## config.mk

```make
export PLATFORM = sky130hd
export DESIGN_NAME = note_on_off_detector_core
export DESIGN_NICKNAME = d
export VERILOG_FILES = /design/src/rtl/noodet_pkg.sv /design/src/rtl/note_on_off_detector_core.sv
export SDC_FILE = /design/constraint.sdc
export NUM_CORES = 1
export LEC_CHECK = 0
export BUFFER_PORTS_ARGS = -buffer_cell sky130_fd_sc_hd__buf_2
export CAP_MARGIN = 15
export CELL_PAD_IN_SITES_DETAIL_PLACEMENT = 1
export CELL_PAD_IN_SITES_GLOBAL_PLACEMENT = 2
export CORE_ASPECT_RATIO = 0.7
export CORE_MARGIN = 1.5
export CORE_UTILIZATION = 40
export CTS_CLUSTER_SIZE = 14
export DETAILED_ROUTE_END_ITERATION = 8
export PLACE_DENSITY_LB_ADDON = 0.1
export SLEW_MARGIN = 20
export SYNTH_ARGS = -nofsm -noshare
export SYNTH_HDL_FRONTEND = slang
export SYNTH_SLANG_ARGS = --single-unit
export TNS_END_PERCENT = 10
```

## constraint.sdc

```tcl
create_clock -name clk -period 13.15 [get_ports clk]
set_input_delay 1.315 -clock clk [delete_from_list [all_inputs] [get_ports clk]]
set_output_delay 1.315 -clock clk [all_outputs]
set_load 0.05 [all_outputs]
```

## src/rtl/noodet_pkg.sv

```systemverilog
`default_nettype none

package noodet_pkg;

  localparam int NOTE_COUNT_DEF = 128;

  localparam int STEP_W = 32;
  localparam int NOTE_W = 7;
  localparam int LVL_W  = 7;
  localparam int KIND_W = 2;
  localparam int MRG_W  = 8;

  // in: step, note, level -> 46 bits padded to 48
  localparam int IN_DATA_W  = 48;
  // out: step, note, velocity -> 46 bits padded to 48
  localparam int OUT_DATA_W = 48;

  localparam logic [LVL_W-1:0] ON_LEVEL     = LVL_W'(8);
  localparam logic [LVL_W-1:0] OFF_VELOCITY = LVL_W'(64);
  localparam logic [MRG_W-1:0] MARGIN_RST   = MRG_W'(128);

  typedef enum logic [KIND_W-1:0] {
    KIND_OFF   = 2'd0,
    KIND_ON    = 2'd1,
    KIND_RAISE = 2'd2
  } event_kind_t;

  // one table entry
  typedef struct packed {
    logic             active;
    logic [LVL_W-1:0] held;
  } note_ent_t;

endpackage

`default_nettype wire

```

## src/rtl/note_on_off_detector_core.sv

```systemverilog
`default_nettype none

// Channel   Dir  Ports                         Word
// in        in   in_tvalid/in_tready/in_tdata  frame step, note, level
// out       out  out_tvalid/out_tready/...     one event, tlast on the final one
// cfg       in   cfg_valid/cfg_ready/cfg_data  retrigger margin
//
// One item per cycle while the output is free; an item that causes note off then on
// holds the lookup stage until both of its events are on the output register.
// The note table is one synchronous RAM read at accept and written when the
// item leaves the lookup stage; a same-entry write at that edge is bypassed.
// Reset clears a valid bit per entry; an entry not valid reads as off, zero.
// A stalled output holds the lookup stage when the item has an event, and drops in_tready.
module note_on_off_detector_core #(
  parameter int NOTE_COUNT = noodet_pkg::NOTE_COUNT_DEF
) (
  input  wire logic                              clk,
  input  wire logic                              rst_n,
  input  wire logic                              in_tvalid,
  output logic                                   in_tready,
  // [31:0] frame_step, [38:32] note_number, [45:39] level, [47:46] zero
  input  wire logic [noodet_pkg::IN_DATA_W-1:0]  in_tdata,
  output logic                                   out_tvalid,
  input  wire logic                              out_tready,
  // [31:0] event_step, [38:32] event_note, [45:39] velocity, [47:46] zero
  output logic [noodet_pkg::OUT_DATA_W-1:0]      out_tdata,
  // [1:0] event_kind
  output logic [noodet_pkg::KIND_W-1:0]          out_tuser,
  // last_event
  output logic                                   out_tlast,
  input  wire logic                              cfg_valid,
  output logic                                   cfg_ready,
  input  wire logic [noodet_pkg::MRG_W-1:0]      cfg_data
);

  localparam int AW = (NOTE_COUNT > 1) ? $clog2(NOTE_COUNT) : 1;
  localparam int STEP_W = noodet_pkg::STEP_W;
  localparam int NOTE_W = noodet_pkg::NOTE_W;
  localparam int LVL_W  = noodet_pkg::LVL_W;
  localparam int MRG_W  = noodet_pkg::MRG_W;

  // config
  logic [MRG_W-1:0] margin_r;
  assign cfg_ready = 1'b1;

  always_ff @(posedge clk) begin
    if (!rst_n) begin
      margin_r <= noodet_pkg::MARGIN_RST;
    end else if (cfg_valid) begin
      margin_r <= cfg_data;
    end
  end

  // input word
  logic [STEP_W-1:0] in_step;
  logic [NOTE_W-1:0] in_note;
  logic [LVL_W-1:0]  in_lvl;
  logic [AW-1:0]     in_addr;
  logic              in_range;
  logic              acc;

  assign in_step  = in_tdata[STEP_W-1:0];
  assign in_note  = in_tdata[STEP_W+NOTE_W-1:STEP_W];
  assign in_lvl   = in_tdata[STEP_W+NOTE_W+LVL_W-1:STEP_W+NOTE_W];
  assign in_addr  = AW'(in_note);
  assign in_range = (32'(in_note) < NOTE_COUNT);
  assign acc      = in_tvalid && in_tready;

  // table
  noodet_pkg::note_ent_t mem [NOTE_COUNT];
  logic [NOTE_COUNT-1:0] vld_r;
  noodet_pkg::note_ent_t mem_rd_r;
  logic                  vld_rd_r;

  logic                  wr_en;
  logic [AW-1:0]         wr_addr;
  noodet_pkg::note_ent_t wr_data;

  always_ff @(posedge clk) begin
    if (wr_en) begin
      mem[wr_addr] <= wr_data;
    end
    if (acc && in_range) begin
      mem_rd_r <= mem[in_addr];
      vld_rd_r <= vld_r[in_addr];
    end
  end

  always_ff @(posedge clk) begin
    if (!rst_n) begin
      vld_r <= '0;
    end else if (wr_en) begin
      vld_r[wr_addr] <= 1'b1;
    end
  end

  // lookup stage
  logic                  s1_vld_r;
  logic                  s1_range_r;
  logic [AW-1:0]         s1_addr_r;
  logic [STEP_W-1:0]     s1_step_r;
  logic [NOTE_W-1:0]     s1_note_r;
  logic [LVL_W-1:0]      s1_lvl_r;
  logic                  s1_byp_r;
  noodet_pkg::note_ent_t s1_byp_data_r;
  logic                  s1_ph_r;
  logic                  s1_ph_nxt;

  noodet_pkg::note_ent_t ent;
  logic [LVL_W+1:0]      thr;
  logic [1:0]            nev;
  logic                  upd;
  noodet_pkg::note_ent_t ent_new;
  logic                  out_free;
  logic                  s1_done;
  logic                  ld;

  always_comb begin
    if (s1_byp_r) begin
      ent = s1_byp_data_r;
    end else if (vld_rd_r) begin
      ent = mem_rd_r;
    end else begin
      ent = '0;
    end
    thr = {2'b00, ent.held} + {1'b0, margin_r};
    nev = 2'd0;
    upd = 1'b0;
    ent_new = ent;
    if (s1_range_r) begin
      if (!ent.active) begin
        if (s1_lvl_r > noodet_pkg::ON_LEVEL) begin
          nev = 2'd1;
          upd = 1'b1;
          ent_new.active = 1'b1;
          ent_new.held = s1_lvl_r;
        end
      end else if (s1_lvl_r == '0) begin
        nev = 2'd1;
        upd = 1'b1;
        ent_new.active = 1'b0;
      end else if ({2'b00, s1_lvl_r} >= thr) begin
        nev = 2'd2;
        upd = 1'b1;
        ent_new.held = s1_lvl_r;
      end else if (s1_lvl_r > ent.held) begin
        nev = 2'd1;
        upd = 1'b1;
        ent_new.held = s1_lvl_r;
      end
    end
  end

  assign out_free = !out_tvalid || out_tready;
  assign ld       = s1_vld_r && (nev != 2'd0) && out_free;
  assign s1_done  = s1_vld_r && ((nev == 2'd0) ||
                    (out_free && ((nev == 2'd1) || s1_ph_r)));
  assign in_tready = !s1_vld_r || s1_done;

  assign wr_en   = s1_done && upd;
  assign wr_addr = s1_addr_r;
  assign wr_data = ent_new;

  always_comb begin
    s1_ph_nxt = s1_ph_r;
    if (s1_done) begin
      s1_ph_nxt = 1'b0;
    end else if (ld) begin
      s1_ph_nxt = 1'b1;
    end
  end

  always_ff @(posedge clk) begin
    if (!rst_n) begin
      s1_vld_r <= 1'b0;
      s1_ph_r  <= 1'b0;
    end else begin
      s1_ph_r <= s1_ph_nxt;
      if (acc) begin
        s1_vld_r <= 1'b1;
      end else if (s1_done) begin
        s1_vld_r <= 1'b0;
      end
    end
  end

  always_ff @(posedge clk) begin
    if (acc) begin
      s1_range_r    <= in_range;
      s1_addr_r     <= in_addr;
      s1_step_r     <= in_step;
      s1_note_r     <= in_note;
      s1_lvl_r      <= in_lvl;
      // entry written at the same edge it is read: RAM gives old data
      s1_byp_r      <= wr_en && (wr_addr == in_addr);
      s1_byp_data_r <= wr_data;
    end
  end

  // output register
  logic                    out_vld_r;
  logic [STEP_W-1:0]       out_step_r;
  logic [NOTE_W-1:0]       out_note_r;
  logic [LVL_W-1:0]        out_vel_r;
  noodet_pkg::event_kind_t out_kind_r;
  logic                    out_last_r;

  always_ff @(posedge clk) begin
    if (!rst_n) begin
      out_vld_r <= 1'b0;
    end else if (ld) begin
      out_vld_r <= 1'b1;
    end else if (out_tready) begin
      out_vld_r <= 1'b0;
    end
  end

  always_ff @(posedge clk) begin
    if (ld) begin
      out_step_r <= s1_step_r;
      out_note_r <= s1_note_r;
      if ((nev == 2'd2) && !s1_ph_r) begin
        out_kind_r <= noodet_pkg::KIND_OFF;
        out_vel_r  <= noodet_pkg::OFF_VELOCITY;
        out_last_r <= 1'b0;
      end else if ((nev == 2'd2) || !ent.active) begin
        out_kind_r <= noodet_pkg::KIND_ON;
        out_vel_r  <= s1_lvl_r;
        out_last_r <= 1'b1;
      end else if (s1_lvl_r == '0) begin
        out_kind_r <= noodet_pkg::KIND_OFF;
        out_vel_r  <= noodet_pkg::OFF_VELOCITY;
        out_last_r <= 1'b1;
      end else begin
        out_kind_r <= noodet_pkg::KIND_RAISE;
        out_vel_r  <= s1_lvl_r;
        out_last_r <= 1'b1;
      end
    end
  end

  assign out_tvalid = out_vld_r;
  assign out_tdata  = {2'b00, out_vel_r, out_note_r, out_step_r};
  assign out_tuser  = out_kind_r;
  assign out_tlast  = out_last_r;

endmodule

`default_nettype wire

```

==> run summary, run 1 <==
Routability congestion estimate: 0.778
Via Count: 25,473
FF-to-FF Start: s1_byp_r
Fin crit period: 6.64 ns
CTS tree: built
Clk Latency, worst-skew pair: 0.76 ns
Hold WC Path Type: flop to flop
Post-route cell area: 0.0573 mm²
Multiplexer share of the synthesized area: 0.164
CP arrival: 7.01 ns
CTS buffer count: 121
FILL cells: 11,246
Seq/Total Area, Yosys: 0.738
Worst Path Max Fanout: 86
Final Hold Fails: 0
Synth Warn #: 0
Crit end category: flop
Startpoint Class: flop
Compound-cell area share of the yosys netlist: 0.0397
Max Cap Viol: 0
F_max: 151 MHz
Post-synth EDFFs: 1,137
Worst slew margin relative to its limit: 0.257
Chip height: 299 µm
WL met1: 64,300 µm
Top sig layer: met4
Most common cell after layout, fill and taps aside: edfxtp_1
WL per Instance: 31.3 µm
Post-synthesis cell area: 0.0501 mm²
1st-pass router iterations: 5
Largest buffer count on any clock path: 3
First-pass GRT wire length: 196,000 µm
Final Skew: 0.0300 ns
H-tree depth: 3
Asr flop ratio synth: 0
I/O pin count: 115
Worst vdd ir: 111 µV
Worst slew pin tran: 1.10 ns
FF/Latch Area: 0.0369 mm²
Largest net degree at the start of global routing: 120
Worst setup path class: flop to flop
Leakage: 17.8 nW
Total Power: 8.78 mW
Final HPWL DP: 83,900 µm
Drt drc: 0
Core Region: 0.124 mm²
CTS Hold Bufs: 0
Root Driver: clkbuf_16
Hold WS: 0.416 ns
Row cnt: 108
Synthesized flop and latch total: 1,276
Share of cells above drive strength 1: 0.312
Placed instance area: 0.0531 mm²
Setup TNS: 0 ns
Setup-failing EPs final: 0
Final #Nets: 2,643
# resized after CTS: 0
Most frequent cells in the layout: edfxtp_1, mux4_2, dfxtp_1
PwrDens: 153 mW/mm²
Top FF cell, synth: edfxtp_1
Setup crit start: s1_byp_r
Xor-xnor portion of the synthesized cell area: 0.00210
DR WL met2: 60,900 µm
Adder-Cell Fraction of Synth Area: 0.00590
Number of I/O port buffers: 109
Number of cells produced by synthesis: 2,400
DRT iter0 DRCs: 2,454
Status: complete, no violations
Vias in the first global route: 26,240
Yosys cell types: 65
Syn-to-layout area delta: 14.4%
Max Slew Vio Count: 0
Period utilisation layout: 0.505
Clk sink count: 1,276
Avg Cell Area, Syn: 20.9 µm²
Met3 WL: 7600 µm
Area of the multi-input gates: 0.0129 mm²
Hold Path Origin: s1_step_r[8]
Overall Global Routing Usage: 0.215
DIE AREA: 0.127 mm²
Unrepaired setup endpoints after global routing: false
Post-CTS Setup Bufs: 0
Initial antenna violation count: 12
DRT antenna net count: 0
Drt total wl: 135,000 µm
Simple-gate portion of the synthesized area: 0.0328
Fin util: 0.462
Vias per cell: 5.90
Clk pin slew, worst setup/hold paths: 0.06 ns
Largest family of logic cells by synthesized area: multiplexers
Congestion Overflow GR: 0
Initial Util: 0.403
Die X: 426 µm
Required time worst endpoint: 13.52 ns
-- synthesized netlist by cell type, types with 5 or more instances --
| library cell | n | area (µm²) |
|---|---|---|
| a21oi_1 | 14 | 70.1 |
| ha_1 | 22 | 275 |
| nand3b_1 | 7 | 52.6 |
| xor2_1 | 6 | 52.6 |
| buf_2 | 46 | 230 |
| and3_1 | 49 | 307 |
| nand2_1 | 36 | 135 |
| o21ai_0 | 10 | 50.1 |
| nand4_1 | 5 | 31.3 |
| and2_1 | 8 | 50.1 |
| nand3_1 | 13 | 65.1 |
| nor4_1 | 80 | 500 |
| clkbuf_1 | 101 | 379 |
| nor2_1 | 58 | 218 |
| buf_6 | 12 | 135 |
| nor3_1 | 21 | 105 |
| xnor2_1 | 6 | 52.6 |
| a22o_1 | 5 | 43.8 |
| nor2b_1 | 6 | 37.5 |
| or3_1 | 6 | 37.5 |
| a32o_1 | 119 | 1190 |
| nand2b_1 | 7 | 43.8 |
| buf_1 | 10 | 37.5 |
| mux2i_1 | 9 | 90.1 |
| dfxtp_1 | 139 | 2780 |
| mux4_2 | 360 | 8110 |
| inv_1 | 13 | 48.8 |
| o22ai_1 | 36 | 225 |
| edfxtp_1 | 1137 | 34100 |
-- critical path, stage by stage, from the launching register on --
cell and delay [ns]:
edfxtp_1 0.57, nor2b_1 0.55, a22o_1 0.34, ha_1 0.27, a21oi_1 0.25, o22ai_2 0.18
nor2_1 0.16, xor2_1 0.18, ha_1 0.26, o21a_1 0.11, o21a_1 0.17, o22a_1 0.27
a31oi_1 0.47, a221o_4 0.80, buf_4 0.85, and3_1 0.66
-- path summary, 6_finish.rpt --
kind,end,depth (start not counted),slack [ns]
worst max register to register,mem[25][4],15,6.51
worst max-delay path,mem[25][4],15,6.51
worst min-delay path,out_step_r[8],0,0.42
worst min register to register,out_step_r[8],0,0.42
-- sequential cells by signal, indices dropped and copies added (netlist names), 8 cells and up --
| signal | flops |
|---|---|
| mem | 1024 |
| vld_r | 128 |
| out_step_r | 32 |
| s1_step_r | 32 |
| margin_r | 8 |
| mem_rd_r | 8 |
| s1_byp_data_r | 8 |
-- routing by layer --
metal / up-vias / GRT usage
li1: 10599 / -
met1: 13973 / 0.335
met5: - / 0
met2: 742 / 0.314
met3: 159 / 0.0410
met4: 0 / 0.0443
-- logic make-up (layout without fill, tap and decap cells) --
logic type	Yosys count	after routing
flops	1276	1276
mux	371	371
simple gates	303	303
compound gates	225	225
buf+inv	188	451
fa+ha+maj	23	23
xor+xnor	12	12
other cells	2	7
-- stage by stage --
step	instances	worst slack, ns
finish	4318	6.51
detailed placement	4085	6.60
CTS	4313	6.50
global route	4314	6.05
global placement	4085	6.82
floorplan	2401	3.48
-- report_power, final --
group          switching (mW)  total (mW)  internal, mW
sequential             0.0164        4.57          4.55
combinational           0.511       0.693         0.182
clock                    1.55        3.52          1.97
total                    2.08        8.78          6.70
-- final cells by class --
type                       instances  share of cell area
multi-input combinational        937               0.225
sequential                      1276               0.645
inverter                          15            0.000983
clock inverter                    77              0.0140
clock buffer                     151              0.0552
timing repair buffer             208              0.0239
antenna                            4            0.000175
tap                             1650              0.0361
Power figures use the tool's default switching activity.
==> run 2, diff against run 1 <==
--- a/config.mk
+++ b/config.mk
@@ -5,13 +5,14 @@
 export SDC_FILE = /design/constraint.sdc
 export NUM_CORES = 1
 export LEC_CHECK = 0
+export ABC_AREA = 1
 export BUFFER_PORTS_ARGS = -buffer_cell sky130_fd_sc_hd__buf_2
 export CAP_MARGIN = 15
 export CELL_PAD_IN_SITES_DETAIL_PLACEMENT = 1
 export CELL_PAD_IN_SITES_GLOBAL_PLACEMENT = 2
 export CORE_ASPECT_RATIO = 0.7
 export CORE_MARGIN = 1.5
-export CORE_UTILIZATION = 40
+export CORE_UTILIZATION = 39
 export CTS_CLUSTER_SIZE = 14
 export DETAILED_ROUTE_END_ITERATION = 8
 export PLACE_DENSITY_LB_ADDON = 0.1
==> constraint.sdc (replaced) <==
create_clock -name clk -period 5.5 [get_ports clk]
set_input_delay 0.55 -clock clk [delete_from_list [all_inputs] [get_ports clk]]
set_output_delay 0.55 -clock clk [all_outputs]
set_load 0.05 [all_outputs]
==> run 2 against run 1 <==
Setup slack lost 6.3 ns. Via count increased by 43%. Largest cell class unchanged. Utilization is 0.67 points lower. Clock power grew to 2.6 times the previous value. Clock-buffer cell count grew 24.
==> run summary, run 2 <==
Status: complete, no violations
Clk sink count: 1,276 (unchanged)
Vias per cell: 5.57 (-5.6%)
Share of cells above drive strength 1: 0.117 (-0.195)
Clk pin slew, worst setup/hold paths: 0.06 ns (about the same)
Worst R2R Path Depth: 25 (+10)
Die X: 442 µm (+3.8%)
Period utilisation layout: 0.956
Chip height: 310 µm (+3.8%)
Yosys cell types: 42 (-35%)
Clock share of power: 0.405 (+0.004)
Number of I/O port buffers: 109 (unchanged)
Required time worst endpoint: 4.95 ns (-8.57 ns)
Hold Path Origin: rst_n
Worst setup path class: flop to primary output
PwrDens: 366 mW/mm² (+140%)
Cell Count, Final, Fillers Out: 6,536 (+51%)
CTS buffer count: 133 (+9.9%)
I/O pin count: 115 (unchanged)
Drt drc: 0 (unchanged)
Clk Latency, worst-skew pair: 0.78 ns (+0.02 ns)
Worst Path Max Fanout: 20 (-77%)
DP Worst Slack: 0.316 ns (-6.29 ns)
Net switching power: 5.67 mW (+170%)
H-tree depth: 4 (+1)
Reg2Reg Setup Slack: 0.40 ns (-6.11 ns)
Hold WC Path Type: input port to flop
DIE AREA: 0.137 mm² (+7.7%)
Overall Global Routing Usage: 0.245 (+0.0305)
Number of cells produced by synthesis: 4,515 (+88%)
Post-route cell area: 0.0607 mm² (+6.1%)
Max Cap Viol: 0 (unchanged)
Comb power frac: 0.100 (+0.021)
Avg Cell Area, Syn: 11.7 µm² (-44%)
Top FF cell, synth: edfxtp_1
Seq/Total Area, Yosys: 0.702 (-0.0359)
Initial antenna violation count: 6 (-6)
Post-synth top cells: edfxtp_1, nor2_1, o21ai_0, nand2_1, o22ai_1
Core Region: 0.134 mm² (+7.7%)
Synth Warn #: 0 (unchanged)
Leakage: 20.3 nW (+14%)
Largest net degree at the start of global routing: 187 (+56%)
Switching Share: 0.255 (+0.0179)
Final Skew: 0.0243 ns (-0.00574 ns)
Internal cell power: 16.6 mW (+150%)
Initial Util: 0.394 (-0.00951)
Worst slew margin relative to its limit: 0.310 (+0.0525)
Startpoint Class: flop
F_max: 190 MHz
Via Count: 36,393 (+43%)
Congestion Overflow GR: 0 (unchanged)
PnR worst setup slack: 0.241 ns (-6.27 ns)
Seq pwr share: 0.495 (-0.026)
Worst Setup EP: in_tready
Final Hold Fails: 0 (unchanged)
Hold WS: 0.170 ns (-0.246 ns)
DRT antenna net count: 0 (unchanged)
Synth area leader: edfxtp_1
Share of the synthesized area in the top cell type: 0.649 (-0.0332)
Root Driver: clkbuf_16
Vias in the first global route: 36,615 (+40%)
Setup crit start: s1_byp_r
Worst slew pin tran: 1.04 ns (-0.0696 ns)
Worst vdd ir: 285 µV (+160%)
Asr flop ratio synth: 0 (unchanged)
Most common cell after layout, fill and taps aside: edfxtp_1
Largest buffer count on any clock path: 3 (unchanged)
Final #Nets: 4,742 (+79%)
R2r endpoint: mem[37][6]
Max Slew Vio Count: 0 (unchanged)
WL per Instance: 25.9 µm (-17%)
Syn-to-layout area delta: 15.5%
Setup-failing EPs final: 0 (unchanged)
First-pass GRT wire length: 250,000 µm (+28%)
Post-synthesis cell area: 0.0526 mm² (+5.1%)
Final HPWL DP: 97,500 µm (+16%)
FILL cells: 13,946 (+24%)
Synthesized flop and latch total: 1,276 (unchanged)
Placed instance area: 0.0559 mm² (+5.2%)
DRT iter0 DRCs: 3,006 (+22%)
Largest registers: mem x1024, vld_r x128
Top-count cell post-synth: edfxtp_1
Placed Cells: 6,236 (+53%)
Fin crit period: 5.26 ns
Most frequent cells in the layout: edfxtp_1, nor2_1, o21ai_0
Reg with most FFs: mem
FF-to-FF Start: s1_byp_r
Total Power: 22.2 mW (+150%)
CP arrival: 4.71 ns (-2.30 ns)
Post-synth EDFFs: 1,137 (unchanged)
1st-pass router iterations: 8 (+3)
Max reg flops: 1,024 (unchanged)
Drt total wl: 169,000 µm (+25%)
Routability congestion estimate: 0.786 (+1.1%)
Row cnt: 112 (+3.7%)
CTS tree: built
Crit end category: primary output
Top post-synthesis cells by area: edfxtp_1, o21ai_0, nor2_1, dfxtp_1, o22ai_1
==> run 2: how the worst min path moves through the flow <==
| stage | cells past startpoint | endpoint | slack, ns |
|---|---|---|---|
| final | 3 | s1_ph_r | 0.17 |
| after global routing | 3 | margin_r[0] | 0.16 |
| after CTS | 3 | s1_ph_r | 0.10 |
| after detailed placement | 0 | out_step_r[21] | 0.41 |
| after global placement | 0 | out_step_r[4] | 0.40 |
| after floorplan | 0 | out_step_r[0] | 0.40 |
==> run 2: metrics by stage <==
step / setup TNS (ns) / util
6_report: 0 / 0.455
4_1_cts: 0 / 0.454
3_3_place_gp: 0 / 0.418
5_1_grt: -0.00628 / 0.455
2_1_floorplan: -12.54 / -
3_5_place_dp: 0 / 0.418
==> run 2: repair_timing <==
action	4_1_cts	5_1_grt
cloned	0	1
pin swaps	1	4
gates resized for setup	6	12
endpoints found under the hold margin	47	0
endpoints found under the setup margin	1	90
hold buffers	47	0
buffers inserted	2	4
==> run 2: logic make-up (layout without fill, tap and decap cells) <==
kind of cell,Yosys count,count (layout),share of synthesized area
AO/OA/AOI/OAI,1338,1338,0.143
AND/OR/NAND/NOR,1313,1313,0.105
flip-flops,1276,1276,0.702
buffers and inverters,551,799,0.0423
adder cells (fa/ha/maj),23,23,0.00561
XOR/XNOR,12,12,0.00200
other,2,8,0.000143
==> run 2: worst max-delay path: stages, from the launching register on <==
cell and delay (ns):
edfxtp_1 0.36, buf_4 0.19, buf_4 0.19, a22oi_2 0.25, inv_1 0.12, ha_1 0.35
a21oi_1 0.14, nand2_1 0.12, a31oi_1 0.18, xor2_1 0.10, ha_1 0.28, nand2_1 0.07
nor2_1 0.09, nand2_1 0.06, nand2_1 0.06, nor2_1 0.04, nand2_1 0.07, nand2_1 0.14
inv_2 0.13, nand3_2 0.16, nand2_8 0.18, buf_16 0.19, nand3_2 0.19, buf_8 0.24
==> run 2: routing by layer <==
metal / vias to the layer above / global-route usage / wire, µm
met2: 869 / 0.375 / 75600
li1: 16751 / - / -
met5: - / 0 / 23
met4: 4 / 0.0581 / 2900
met1: 18573 / 0.367 / 82200
met3: 196 / 0.0364 / 8710
==> run 2: power by group through the flow <==
stage	sequential (mW)	clock, mW	combinational [mW]
CTS	11.0	9.20	2.21
finish	11.0	9.01	2.22
detailed placement	11.2	0	2.17
global route	11.0	9.54	2.40
global placement	11.2	0	2.15
floorplan	11.3	0	1.11
==> run 2: final cells by class <==
cell class	instances	area, µm²	share of cell area
sequential	1276	36900	0.608
multi-input combinational	2689	13700	0.225
clock buffer	175	3690	0.0608
timing repair buffer	348	2830	0.0467
tap	1767	2210	0.0364
inverter	210	811	0.0133
clock inverter	66	571	0.00939
antenna	5	12.5	0.000206
